===== config.mk =====
export PLATFORM = sky130hd
export DESIGN_NAME = audio_rate_converter_core
export DESIGN_NICKNAME = d
export VERILOG_FILES = /design/src/hdl/arc_pkg.sv /design/src/hdl/arc_div.sv /design/src/hdl/arc_interp.sv /design/src/hdl/audio_rate_converter_core.sv
export SDC_FILE = /design/constraint.sdc
export NUM_CORES = 2
export LEC_CHECK = 0
export BUFFER_PORTS_ARGS = -buffer_cell sky130_fd_sc_hd__buf_4
export CAP_MARGIN = 5
export CORE_ASPECT_RATIO = 0.7
export CORE_UTILIZATION = 25
export DETAILED_ROUTE_END_ITERATION = 10
export SLEW_MARGIN = 20
export SYNTH_ARGS = -nofsm -noshare
export SYNTH_HDL_FRONTEND = slang
export SYNTH_SLANG_ARGS = --single-unit

===== constraint.sdc =====
create_clock -name clk_i -period 10.9 [get_ports clk_i]
set_clock_uncertainty 0.1 [all_clocks]
set_input_delay 2.18 -clock clk_i [delete_from_list [all_inputs] [get_ports clk_i]]
set_output_delay 2.18 -clock clk_i [all_outputs]
set_load 0.1 [all_outputs]

===== src/hdl/arc_pkg.sv =====
// Shared constants and types for the audio rate converter.
// No dependencies; imported by every module of the block.
package arc_pkg;

  localparam int unsigned FRAC_BITS   = 32;
  localparam int unsigned RATE_BITS   = 24;
  localparam int unsigned MAX_OUTPUTS = 64;
  localparam int unsigned SAMPLE_W    = 16;

  // Quotient of rate << FRAC_BITS by a rate never needs more than this.
  localparam int unsigned STEP_W   = RATE_BITS + FRAC_BITS;
  localparam int unsigned PHASE_W  = STEP_W + 1;
  localparam int unsigned CNT_W    = $clog2(MAX_OUTPUTS + 1);
  localparam int unsigned DIV_CNT_W = $clog2(STEP_W + 1);

  localparam longint unsigned ONE_VAL = longint'(1) << FRAC_BITS;
  localparam logic [STEP_W-1:0] STEP_MIN =
    STEP_W'((ONE_VAL + longint'(MAX_OUTPUTS) - 1) / longint'(MAX_OUTPUTS));
  localparam logic [STEP_W-1:0] STEP_RESET = STEP_W'(ONE_VAL);
  localparam logic [PHASE_W-1:0] PHASE_ONE = PHASE_W'(ONE_VAL);

  // Configuration port.
  localparam int unsigned CFG_IDX_W  = 2;
  localparam int unsigned CFG_DATA_W = RATE_BITS;

  typedef enum logic [CFG_IDX_W-1:0] {
    REG_INPUT_RATE    = 2'd0,
    REG_OUTPUT_RATE   = 2'd1,
    REG_CHANNEL_COUNT = 2'd2,
    REG_INTERP_MODE   = 2'd3
  } reg_idx_e;

  localparam logic [1:0] CHAN_MONO = 2'd1;

  localparam logic [RATE_BITS-1:0] RATE_RESET = RATE_BITS'(48000);
  localparam logic [1:0]           CHAN_RESET = 2'd2;

  typedef enum logic {
    MODE_NEAREST = 1'b0,
    MODE_LINEAR  = 1'b1
  } interp_mode_e;

  typedef enum logic {
    KIND_FRAME   = 1'b0,
    KIND_RESTART = 1'b1
  } item_kind_e;

  // Request to the step divider.
  typedef struct packed {
    logic                 start;
    logic [RATE_BITS-1:0] num;
    logic [RATE_BITS-1:0] den;
  } div_req_t;

  typedef struct packed {
    logic              busy;
    logic              done;
    logic [STEP_W-1:0] quot;
  } div_rsp_t;

endpackage


===== src/hdl/arc_div.sv =====
// Restoring divider, one quotient bit per cycle: (num << FRAC_BITS) / den.
// Depends on arc_pkg. A zero divisor gives a zero quotient.
module arc_div (
  input  logic             clk_i,
  input  logic             rst_ni,
  input  arc_pkg::div_req_t req_i,
  output arc_pkg::div_rsp_t rsp_o
);
  import arc_pkg::*;

  logic [DIV_CNT_W-1:0] cnt_q, cnt_d;
  logic [RATE_BITS-1:0] rem_q, rem_d;
  logic [STEP_W-1:0]    qr_q, qr_d;
  logic [RATE_BITS-1:0] den_q, den_d;
  logic                 zero_q, zero_d;
  logic                 busy_q, busy_d;
  logic                 done_q, done_d;
  logic [RATE_BITS:0]   trial;
  logic                 ge;

  // The dividend is shifted out of the top of qr_q while quotient bits enter below.
  assign trial = {rem_q, qr_q[STEP_W-1]};
  assign ge    = trial >= {1'b0, den_q};

  always_comb begin
    cnt_d  = cnt_q;
    rem_d  = rem_q;
    qr_d   = qr_q;
    den_d  = den_q;
    zero_d = zero_q;
    busy_d = busy_q;
    done_d = 1'b0;
    if (req_i.start) begin
      cnt_d  = DIV_CNT_W'(STEP_W);
      rem_d  = '0;
      qr_d   = {req_i.num, FRAC_BITS'(0)};
      den_d  = req_i.den;
      zero_d = (req_i.den == '0);
      busy_d = 1'b1;
    end else if (busy_q) begin
      rem_d = ge ? RATE_BITS'(trial - {1'b0, den_q}) : trial[RATE_BITS-1:0];
      qr_d  = {qr_q[STEP_W-2:0], ge};
      cnt_d = cnt_q - DIV_CNT_W'(1);
      if (cnt_q == DIV_CNT_W'(1)) begin
        busy_d = 1'b0;
        done_d = 1'b1;
      end
    end
  end

  always_ff @(posedge clk_i or negedge rst_ni) begin
    if (!rst_ni) begin
      busy_q <= 1'b0;
      done_q <= 1'b0;
      cnt_q  <= '0;
    end else begin
      busy_q <= busy_d;
      done_q <= done_d;
      cnt_q  <= cnt_d;
    end
  end

  always_ff @(posedge clk_i) begin
    rem_q  <= rem_d;
    qr_q   <= qr_d;
    den_q  <= den_d;
    zero_q <= zero_d;
  end

  assign rsp_o.busy = busy_q;
  assign rsp_o.done = done_q;
  assign rsp_o.quot = zero_q ? '0 : qr_q;

endmodule


===== src/hdl/arc_interp.sv =====
// Interpolation of one channel between the previous and current sample.
// Depends on arc_pkg. Nearest picks by the top fraction bit, linear adds delta*f16 >> 16.
module arc_interp (
  input  logic signed [arc_pkg::SAMPLE_W-1:0] prev_i,
  input  logic signed [arc_pkg::SAMPLE_W-1:0] cur_i,
  input  logic [arc_pkg::FRAC_BITS-1:0]       frac_i,
  input  arc_pkg::interp_mode_e               mode_i,
  output logic signed [arc_pkg::SAMPLE_W-1:0] sample_o
);
  import arc_pkg::*;

  logic signed [SAMPLE_W:0]       delta;
  logic signed [SAMPLE_W:0]       f16;
  logic signed [2*SAMPLE_W+1:0]   prod;
  logic signed [SAMPLE_W+1:0]     shifted;
  logic signed [SAMPLE_W+1:0]     sum;

  assign delta   = {cur_i[SAMPLE_W-1], cur_i} - {prev_i[SAMPLE_W-1], prev_i};
  assign f16     = {1'b0, frac_i[FRAC_BITS-1 -: SAMPLE_W]};
  assign prod    = delta * f16;
  // Dropping the low bits of a two's complement product rounds towards minus infinity.
  assign shifted = prod[2*SAMPLE_W+1:SAMPLE_W];
  assign sum     = {{2{prev_i[SAMPLE_W-1]}}, prev_i} + shifted;

  always_comb begin
    case (mode_i)
      MODE_NEAREST: sample_o = frac_i[FRAC_BITS-1] ? cur_i : prev_i;
      default:      sample_o = sum[SAMPLE_W-1:0];
    endcase
  end

endmodule


===== src/hdl/audio_rate_converter_core.sv =====
// Audio rate converter: linear or nearest resampling of mono or stereo 16-bit frames.
// A frame is taken while idle and moves the state to S_RUN, from which its results enter the
// output register one per cycle while the output is taken (at most 64).
// A restart or a first frame is absorbed without leaving idle. A rate write runs the divider
// and closes both inputs until the new step is loaded.
// Reset is asynchronous, active low: rates 48000, stereo, linear, phase and history cleared.
module audio_rate_converter_core (
  input  logic                               clk_i,
  input  logic                               rst_ni,
  input  logic                               in_valid_i,
  output logic                               in_ready_o,
  input  logic                               kind_i,
  input  logic signed [arc_pkg::SAMPLE_W-1:0] left_in_i,
  input  logic signed [arc_pkg::SAMPLE_W-1:0] right_in_i,
  output logic                               out_valid_o,
  input  logic                               out_ready_i,
  output logic signed [arc_pkg::SAMPLE_W-1:0] left_out_o,
  output logic signed [arc_pkg::SAMPLE_W-1:0] right_out_o,
  output logic                               run_last_o,
  input  logic                               cfg_valid_i,
  output logic                               cfg_ready_o,
  input  logic [arc_pkg::CFG_IDX_W-1:0]      cfg_index_i,
  input  logic [arc_pkg::CFG_DATA_W-1:0]     cfg_data_i
);
  import arc_pkg::*;

  typedef enum logic [2:0] {
    S_IDLE = 3'b001,
    S_DIV  = 3'b010,
    S_RUN  = 3'b100
  } state_e;

  state_e state_q, state_d;

  logic [RATE_BITS-1:0] in_rate_q, in_rate_d;
  logic [RATE_BITS-1:0] out_rate_q, out_rate_d;
  logic [1:0]           chan_q, chan_d;
  interp_mode_e         mode_q, mode_d;

  logic [STEP_W-1:0]  step_q, step_d;
  logic [PHASE_W-1:0] phase_q, phase_d;
  logic [CNT_W-1:0]   cnt_q, cnt_d;
  logic               have_q, have_d;
  logic               pass_q, pass_d;

  logic signed [SAMPLE_W-1:0] prev_l_q, prev_l_d, prev_r_q, prev_r_d;
  logic signed [SAMPLE_W-1:0] cur_l_q, cur_l_d, cur_r_q, cur_r_d;

  logic                       out_valid_q, out_valid_d;
  logic signed [SAMPLE_W-1:0] out_l_q, out_l_d, out_r_q, out_r_d;
  logic                       out_last_q, out_last_d;

  div_req_t div_req;
  div_rsp_t div_rsp;

  logic                       mono;
  logic                       cfg_fire, in_fire, out_free;
  logic                       loop_ok, sum_ge_one, cap_hit, run_end;
  logic [PHASE_W-1:0]         phase_sum, fin_src, fin_phase;
  logic signed [SAMPLE_W-1:0] blend_l, blend_r;

  assign mono     = (chan_q == CHAN_MONO);
  assign cfg_ready_o = (state_q == S_IDLE);
  assign in_ready_o  = (state_q == S_IDLE) && !cfg_valid_i;
  assign cfg_fire = cfg_valid_i && cfg_ready_o;
  assign in_fire  = in_valid_i && in_ready_o;
  assign out_free = !out_valid_q || out_ready_i;

  // A rate write restarts the divider on the new pair of rates.
  always_comb begin
    div_req.start = cfg_fire && ((cfg_index_i == REG_INPUT_RATE) ||
                                 (cfg_index_i == REG_OUTPUT_RATE));
    div_req.num   = (cfg_index_i == REG_INPUT_RATE) ? cfg_data_i : in_rate_q;
    div_req.den   = (cfg_index_i == REG_OUTPUT_RATE) ? cfg_data_i : out_rate_q;
  end

  arc_div u_div (
    .clk_i  (clk_i),
    .rst_ni (rst_ni),
    .req_i  (div_req),
    .rsp_o  (div_rsp)
  );

  arc_interp u_interp_l (
    .prev_i   (prev_l_q),
    .cur_i    (cur_l_q),
    .frac_i   (phase_q[FRAC_BITS-1:0]),
    .mode_i   (mode_q),
    .sample_o (blend_l)
  );

  arc_interp u_interp_r (
    .prev_i   (prev_r_q),
    .cur_i    (cur_r_q),
    .frac_i   (phase_q[FRAC_BITS-1:0]),
    .mode_i   (mode_q),
    .sample_o (blend_r)
  );

  assign phase_sum  = phase_q + {1'b0, step_q};
  assign loop_ok    = (phase_q[PHASE_W-1:FRAC_BITS] == '0) && (cnt_q < CNT_W'(MAX_OUTPUTS));
  assign sum_ge_one = (phase_sum[PHASE_W-1:FRAC_BITS] != '0);
  assign cap_hit    = (cnt_q == CNT_W'(MAX_OUTPUTS - 1));
  assign run_end    = sum_ge_one || cap_hit;
  // Closing a run takes one input period off the phase, or clears it if below one.
  assign fin_src    = loop_ok ? phase_sum : phase_q;
  assign fin_phase  = (fin_src[PHASE_W-1:FRAC_BITS] != '0) ? fin_src - PHASE_ONE : '0;

  always_comb begin
    state_d     = state_q;
    in_rate_d   = in_rate_q;
    out_rate_d  = out_rate_q;
    chan_d      = chan_q;
    mode_d      = mode_q;
    step_d      = step_q;
    phase_d     = phase_q;
    cnt_d       = cnt_q;
    have_d      = have_q;
    pass_d      = pass_q;
    prev_l_d    = prev_l_q;
    prev_r_d    = prev_r_q;
    cur_l_d     = cur_l_q;
    cur_r_d     = cur_r_q;
    out_valid_d = out_valid_q && !out_ready_i;
    out_l_d     = out_l_q;
    out_r_d     = out_r_q;
    out_last_d  = out_last_q;

    unique case (state_q)
      S_IDLE: begin
        if (cfg_fire) begin
          unique case (cfg_index_i)
            REG_INPUT_RATE:    in_rate_d  = cfg_data_i;
            REG_OUTPUT_RATE:   out_rate_d = cfg_data_i;
            REG_CHANNEL_COUNT: chan_d     = cfg_data_i[1:0];
            REG_INTERP_MODE:   mode_d     = interp_mode_e'(cfg_data_i[0]);
            default:           ;
          endcase
          if (div_req.start) begin
            state_d = S_DIV;
          end
        end else if (in_fire) begin
          if (kind_i == KIND_RESTART) begin
            phase_d  = '0;
            prev_l_d = '0;
            prev_r_d = '0;
            have_d   = 1'b0;
          end else begin
            cur_l_d = left_in_i;
            cur_r_d = mono ? '0 : right_in_i;
            cnt_d   = '0;
            if (in_rate_q == out_rate_q) begin
              pass_d  = 1'b1;
              state_d = S_RUN;
            end else if (!have_q) begin
              prev_l_d = left_in_i;
              prev_r_d = mono ? '0 : right_in_i;
              have_d   = 1'b1;
            end else begin
              pass_d  = 1'b0;
              state_d = S_RUN;
            end
          end
        end
      end
      S_DIV: begin
        if (div_rsp.done) begin
          step_d  = (div_rsp.quot < STEP_MIN) ? STEP_MIN : div_rsp.quot;
          state_d = S_IDLE;
        end
      end
      S_RUN: begin
        if (pass_q) begin
          if (out_free) begin
            out_valid_d = 1'b1;
            out_l_d     = cur_l_q;
            out_r_d     = cur_r_q;
            out_last_d  = 1'b1;
            phase_d     = '0;
            prev_l_d    = cur_l_q;
            prev_r_d    = cur_r_q;
            have_d      = 1'b1;
            state_d     = S_IDLE;
          end
        end else if (!loop_ok) begin
          phase_d  = fin_phase;
          prev_l_d = cur_l_q;
          prev_r_d = cur_r_q;
          state_d  = S_IDLE;
        end else if (out_free) begin
          out_valid_d = 1'b1;
          out_l_d     = blend_l;
          out_r_d     = mono ? '0 : blend_r;
          out_last_d  = run_end;
          cnt_d       = cnt_q + CNT_W'(1);
          if (run_end) begin
            phase_d  = fin_phase;
            prev_l_d = cur_l_q;
            prev_r_d = cur_r_q;
            state_d  = S_IDLE;
          end else begin
            phase_d = phase_sum;
          end
        end
      end
      default: state_d = S_IDLE;
    endcase
  end

  always_ff @(posedge clk_i or negedge rst_ni) begin
    if (!rst_ni) begin
      state_q     <= S_IDLE;
      in_rate_q   <= RATE_RESET;
      out_rate_q  <= RATE_RESET;
      chan_q      <= CHAN_RESET;
      mode_q      <= MODE_LINEAR;
      step_q      <= STEP_RESET;
      phase_q     <= '0;
      cnt_q       <= '0;
      have_q      <= 1'b0;
      pass_q      <= 1'b0;
      prev_l_q    <= '0;
      prev_r_q    <= '0;
      out_valid_q <= 1'b0;
    end else begin
      state_q     <= state_d;
      in_rate_q   <= in_rate_d;
      out_rate_q  <= out_rate_d;
      chan_q      <= chan_d;
      mode_q      <= mode_d;
      step_q      <= step_d;
      phase_q     <= phase_d;
      cnt_q       <= cnt_d;
      have_q      <= have_d;
      pass_q      <= pass_d;
      prev_l_q    <= prev_l_d;
      prev_r_q    <= prev_r_d;
      out_valid_q <= out_valid_d;
    end
  end

  always_ff @(posedge clk_i) begin
    cur_l_q    <= cur_l_d;
    cur_r_q    <= cur_r_d;
    out_l_q    <= out_l_d;
    out_r_q    <= out_r_d;
    out_last_q <= out_last_d;
  end

  assign out_valid_o = out_valid_q;
  assign left_out_o  = out_l_q;
  assign right_out_o = out_r_q;
  assign run_last_o  = out_last_q;

endmodule


Word-level counts from Yosys, hierarchy flattened
Index checks and enable logic that the tools add are counted.
Widths: inputs -> output; s select.
Cells by class
  $lt $le $gt $ge: 3
  bitwise gates (word level): 2
  multiplexer cells: 96
  multiply operators: 2
  equal/unequal tests: 28
  add/sub/neg operators: 9
  reductions and logical operators: 33
Operator list (count)
  $mux 57: 10
  $mux 16: 32
  $mux 56: 4
  $pmux 57 s2: 1
  $mux 24: 3
  $mul 17x17->32: 2
  $pmux 16 s2: 2
  $add 57x56->57: 1
  $sub 57x33->57 const B: 1
  $lt 56x27->1 const B: 1
  $reduce_bool 25->1: 2
  $mux 7: 6
  $mux 3: 12
  $sub 16x16->17: 2
  $add 16x16->16: 2
  $ge 25x24->1: 1
  $logic_not 25->1: 1
  $eq 24x24->1: 1
  $logic_not 24->1: 1
  $sub 24x24->24: 1
  $mux 1: 21
  $reduce_and 8->1: 2
  $ne 3x3->1 const B: 5
  $ne 2x2->1 const B: 7
  other kinds (31): 52
Word-level totals
  word-level logic and storage cells: 199
  register bits after elaboration: 387
  input bits: 64

Depth between registers and ports, before layout
  depth after elaboration: 10
  gate-level depth with buffers: 48

Modules after synthesis
From an unflattened synthesis, not the netlist that was laid out.
Unflattened totals
  cells, all modules: 5256
  area, all modules: 47713.3 µm²
Modules (own cells, without submodules)
  audio_rate_converter_core: sequential area each 7204.4 µm², cells an instance 1807, area each 17514.3 µm², instances 1
  arc_interp (u_interp_r): sequential area each 0.0 µm², cells an instance 1491, area each 12408.2 µm², instances 1
  arc_interp (u_interp_l): sequential area each 0.0 µm², cells an instance 1354, area each 11737.5 µm², instances 1
  arc_div: sequential area each 2792.7 µm², cells an instance 604, area each 6053.3 µm², instances 1

Worst setup path before layout
Ideal clock, no wire load.
  path kind: register -> register
  from: reg prev_r_q[1]
  to: reg out_r_q[15], in the netlist right_out_o[15], data pin
  arrival time: 10.130 ns
  library setup time: 0.152 ns
  buffers on the path: 1
  period minus slack after synthesis: 10.382 ns
  setup slack: 0.518 ns
  stages on the path, launching flop included: 47
  cell sequence: dfrtp_1 -> inv_1 -> ha_1 -> nor2b_1 -> o21ai_0 -> a21boi_0 -> o21ai_0 -> a21boi_0 -> o21ai_0 -> a21boi_0 -> o21ai_0 -> a21oi_1 -> o2111a_1 -> nor2_1 -> clkbuf_1 -> o311ai_0 -> fa_1 -> inv_1 -> [... 11 more ...] -> a2111oi_0 -> nor3_1 -> o21ai_0 -> inv_1 -> o21a_1 -> o21ai_0 -> a21boi_0 -> a21oi_1 -> ha_1 -> nand3_1 -> o2111ai_1 -> a21o_1 -> a21o_1 -> a311o_1 -> a21oi_1 -> xnor2_1 -> xnor3_1 -> o21ai_0
On the way
  word-level cells in the longest chain between the ends: 8
RTL lines
  from (decl): RTL line audio_rate_converter_core.sv:46  | logic signed [SAMPLE_W-1:0] prev_l_q, prev_l_d, prev_r_q, prev_r_d;
  from (signal assigned): RTL line audio_rate_converter_core.sv:237  | prev_r_q <= prev_r_d;
  $sub 16x16->17: RTL line arc_interp.sv:18  | assign delta = {cur_i[SAMPLE_W-1], cur_i} - {prev_i[SAMPLE_W-1], prev_i};
  $mul 17x17->32: RTL line arc_interp.sv:20  | assign prod = delta * f16;
  $add 16x16->16 (*): RTL line arc_interp.sv:23  | assign sum = {{2{prev_i[SAMPLE_W-1]}}, prev_i} + shifted;
  $mux 16 (*): RTL line arc_interp.sv:26  | case (mode_i)
  $mux 16 (*): RTL line audio_rate_converter_core.sv:193  | out_r_d = mono ? '0 : blend_r;
  $mux 16 (*): RTL line audio_rate_converter_core.sv:190  | end else if (out_free) begin
  $mux 16 (*): RTL line audio_rate_converter_core.sv:185  | end else if (!loop_ok) begin
  $mux 16 (*): RTL line audio_rate_converter_core.sv:173  | if (pass_q) begin
  to (signal assigned): RTL line audio_rate_converter_core.sv:246  | out_r_q <= out_r_d;
  to (decl): RTL line audio_rate_converter_core.sv:50  | logic signed [SAMPLE_W-1:0] out_l_q, out_l_d, out_r_q, out_r_d;
Mark *: on every way between the ends. The rest lies on a longest branch, timed or not. The select of a mux whose other input is x is not followed.
A chain may end at the register's enable or synchronous reset.

Worst setup path after layout
  from: reg cur_l_q[0]
  to: reg out_l_q[14], in the netlist left_out_o[14], data pin
On the way
  word-level cells in the longest chain between the ends: 7
RTL lines
  from (decl): RTL line audio_rate_converter_core.sv:47  | logic signed [SAMPLE_W-1:0] cur_l_q, cur_l_d, cur_r_q, cur_r_d;
  from (signal assigned): RTL line audio_rate_converter_core.sv:243  | cur_l_q <= cur_l_d;
  $sub 16x16->17: RTL line arc_interp.sv:18
  $mul 17x17->32: RTL line arc_interp.sv:20
  $add 16x16->16: RTL line arc_interp.sv:23
  $mux 16: RTL line arc_interp.sv:26
  $mux 16: RTL line audio_rate_converter_core.sv:190
  $mux 16: RTL line audio_rate_converter_core.sv:185
  $mux 16: RTL line audio_rate_converter_core.sv:173
  to (signal assigned): RTL line audio_rate_converter_core.sv:245  | out_l_q <= out_l_d;
  to (decl): RTL line audio_rate_converter_core.sv:50
No other way between the ends. The select of a mux whose other input is x is not followed.

==> results by group <==
GRT
  – Vias in the first global route: 36,800
  – Global route overflow: 0
  – Largest net degree at the start of global routing: 88
  – GRT Util Overall: 0.152
  – Initial antenna violation count: 5
  – First-pass GRT wire length: 224,000 um

Die
  – Die height: 361 um
  – Die area: 186,000 um2
  – Initial Util: 0.252
  – Row count: 131
  – I/O pin cnt: 100
  – Die Wd: 515 um
  – Core area: 183,000 um2

Setup path
  – Reg2reg end: left_out_o[14]
  – CP max-delay cell: fa_1
  – Setup slack, reg-to-reg: 0.43 ns
  – CP startpoint: cur_l_q[0]
  – Critical path endpoint category: flop
  – CP endpoint: left_out_o[14]
  – Crit-path max FO: 5
  – Crit path DAT: 10.73 ns
  – R2r worst-path depth: 49
  – CP Launch Type: flop
  – Most used cell, CP: fa_1
  – Required time worst endpoint: 11.16 ns
  – Setup CP Type: reg -> reg
  – CP peak stage delay: 0.53 ns
  – Worst r2r src: cur_l_q[0]

STA
  – Final Hold Vio Count: 0
  – Slew Limit Fails: 0
  – Fmax: 95.5 MHz
  – Final min period: 10.47 ns
  – Tcrit/Tclk final: 0.960
  – Slew @ Worst Pin: 1.14 ns
  – Final Setup Violations: 0
  – Slew margin rel.: 0.232

Pwr
  – Static Leakage: 0.0250 uW
  – PwrDens: 161 nW/um2
  – Internal cell power: 4490 uW
  – Logic pwr share: 0.559
  – Post-route total power: 8480 uW
  – Sequential Power Share: 0.261
  – Max VDD drop: 0.000131 V
  – Clock group share of total power: 0.180
  – Switch share: 0.471
  – Net Switching: 3990 uW

Synthesis
  – Area leader, netlist: fa_1
  – Main synth FF type: dfrtp_1
  – Register bit total from synthesis: 387
  – Warnings from Yosys: 0
  – Synth area leaders: fa_1 23%, dfrtp_1 11%, ha_1 8.4%, edfxtp_1 7.4%, inv_1 6.9%
  – Post-synth net total: 6,011
  – Seq/Total Area, Yosys: 0.217
  – EDFF count, synth: 114
  – Synth Instances: 5,101
  – Asr flop ratio synth: 0.561
  – Post-synthesis area per instance: 9.03 um2
  – Synth top area share: 0.233
  – Synthesized cell area: 46,100 um2
  – Post-synth cell types: 92

Cells and area
  – Most common cell after layout, fill and taps aside: inv_1
  – Fill count: 19,300
  – Share of post-route cells with drive strength above 1: 0.112
  – Final Net Count: 6,154
  – Most frequent cells in the layout: 843 x inv_1, 534 x fa_1, 465 x nand2_1, 356 x buf_4, 305 x ha_1
  – Final core occ: 0.289
  – Layout area overhead: 14.5%

Routing
  – Final ANT Viol Nets: 0
  – Vias: 37,300
  – Total Wirelength: 142,000 um
  – Vias per cell: 4.82
  – Met2 wire length: 56,500 um
  – Residual DRC: 0
  – Met3 routed WL: 12,000 um
  – Max Used Layer: met5
  – Avg WL per Cell: 18.4 um
  – First DRT Iteration DRCs: 3,363
  – Pre-antenna DRT Iters: 6
  – Met1 wire length: 71,500 um

CTS
  – TritonCTS Buffers: 45
  – CTS sink count: 387
  – H-Tree Depth: 2
  – CTS tree: done
  – Clock Pin Slew Worst Setup and Hold Paths: 0.06 ns
  – Root Buffer: clkbuf_16
  – Max Buffers Root-to-Sink: 3
  – Clk_lat worst skew: 0.62 ns

Worst hold path
  – Hold Path Class: reg -> reg
  – Hold path start: u_div.rem_q[23]

Flow run
  – Max-cap violations: 0

Placement
  – PortBufs: 99
  – Post-DP HPWL: 112,000 um
  – Routability Congestion: 0.929

Run status
  – Status: completed
==> flip-flops by register name (all words and copies together), names as in the netlist, 24 cells and up <==
register	count
u_div.rem_q	24
step_q	56
out_rate_q	24
u_div.den_q	24
phase_q	57
in_rate_q	24
u_div.qr_q	56
==> power groups by stage <==
stage               registers, uW  logic [uW]  clock network (uW)
global placement             2220        4490                   0
floorplan                    2180        2730                   0
CTS                          2210        4580                1570
detailed placement           2230        4550                   0
finish                       2220        4740                1530
global route                 2250        5100                1620
==> final cells by class <==
class,instances,area (um2),share of cell area
multi-input combinational,3603,32200,0.611
inverter,844,3170,0.0600
clock buffer,57,1210,0.0230
sequential,387,10000,0.190
antenna,1,2.50,0.0000474
clock inverter,27,253,0.00479
tap,2460,3080,0.0583
timing repair buffer,363,2810,0.0532
==> synthesized netlist by cell type (47+ instances only) <==
master and n:
a21o_1 47, a21oi_1 217, a22o_1 92, and2_1 213, and3_1 60, clkbuf_1 229, dfrtp_1 199, dfxtp_1 56
edfxtp_1 114, fa_1 536, ha_1 310, inv_1 843, mux2i_1 144, nand2_1 468, nand3_1 111, nand4_1 57
nor2_1 237, nor2b_1 51, nor3_1 62, o21ai_0 163, xnor2_1 127, xor2_1 67
==> worst max-delay path: cells and delay by family, from the launching register on <==
kind / cells / cell delay [ns]
buffers and inverters: 8 / 0.79
and+or+nand+nor: 7 / 0.88
adders and majority gates: 10 / 3.90
AOI/OAI and AO/OA: 22 / 3.95
xor gates and xnor gates: 2 / 0.18
DFF: 1 / 0.39
==> logic make-up after synthesis <==
group / synth area share
AOI/OAI and AO/OA: 0.135
xor gates and xnor gates: 0.0379
adders and majority gates: 0.317
buffers and inverters: 0.0914
DFF: 0.217
muxes: 0.0391
and+or+nand+nor: 0.163
==> worst min path at each step <==
stage	slack, ns	to	cells after the start
after floorplan	0.34	u_div.rem_q[23]	1
after global placement	0.35	u_div.rem_q[23]	1
after detailed placement	0.36	u_div.rem_q[23]	1
after CTS	0.38	u_div.rem_q[23]	1
after global routing	0.41	u_div.rem_q[23]	1
final	0.38	u_div.rem_q[23]	1
==> routing by layer <==
metal / vias to the layer above / GRT usage
li1: 17300 / -
met1: 18600 / 0.242
met3: 119 / 0.0292
met4: 6 / 0.0270
met2: 1297 / 0.209
met5: - / 0
==> repair_timing <==
action	CTS	global route
pin swaps	2	43
resized for setup	20	75
setup buffers	0	7
hold endpoints to repair	0	0
setup endpoints to repair	7	14
hold buffers	0	0
cloned	0	0
==> metrics by stage <==
stage	setup TNS, ns	hold slack (ns)	instances	area (um2)	setup WS [ns]
2_1_floorplan	0	0.343	5101	46100	0.518
3_3_place_gp	-0.236	0.349	7649	50900	-0.147
3_5_place_dp	-0.875	0.365	7650	50900	-0.313
4_1_cts	0	0.380	7734	52500	0.0103
5_1_grt	-0.116	0.408	7741	52800	-0.0391
6_report	0	0.379	7742	52800	0.431
Note: power is estimated with default switching activity, not from simulation.
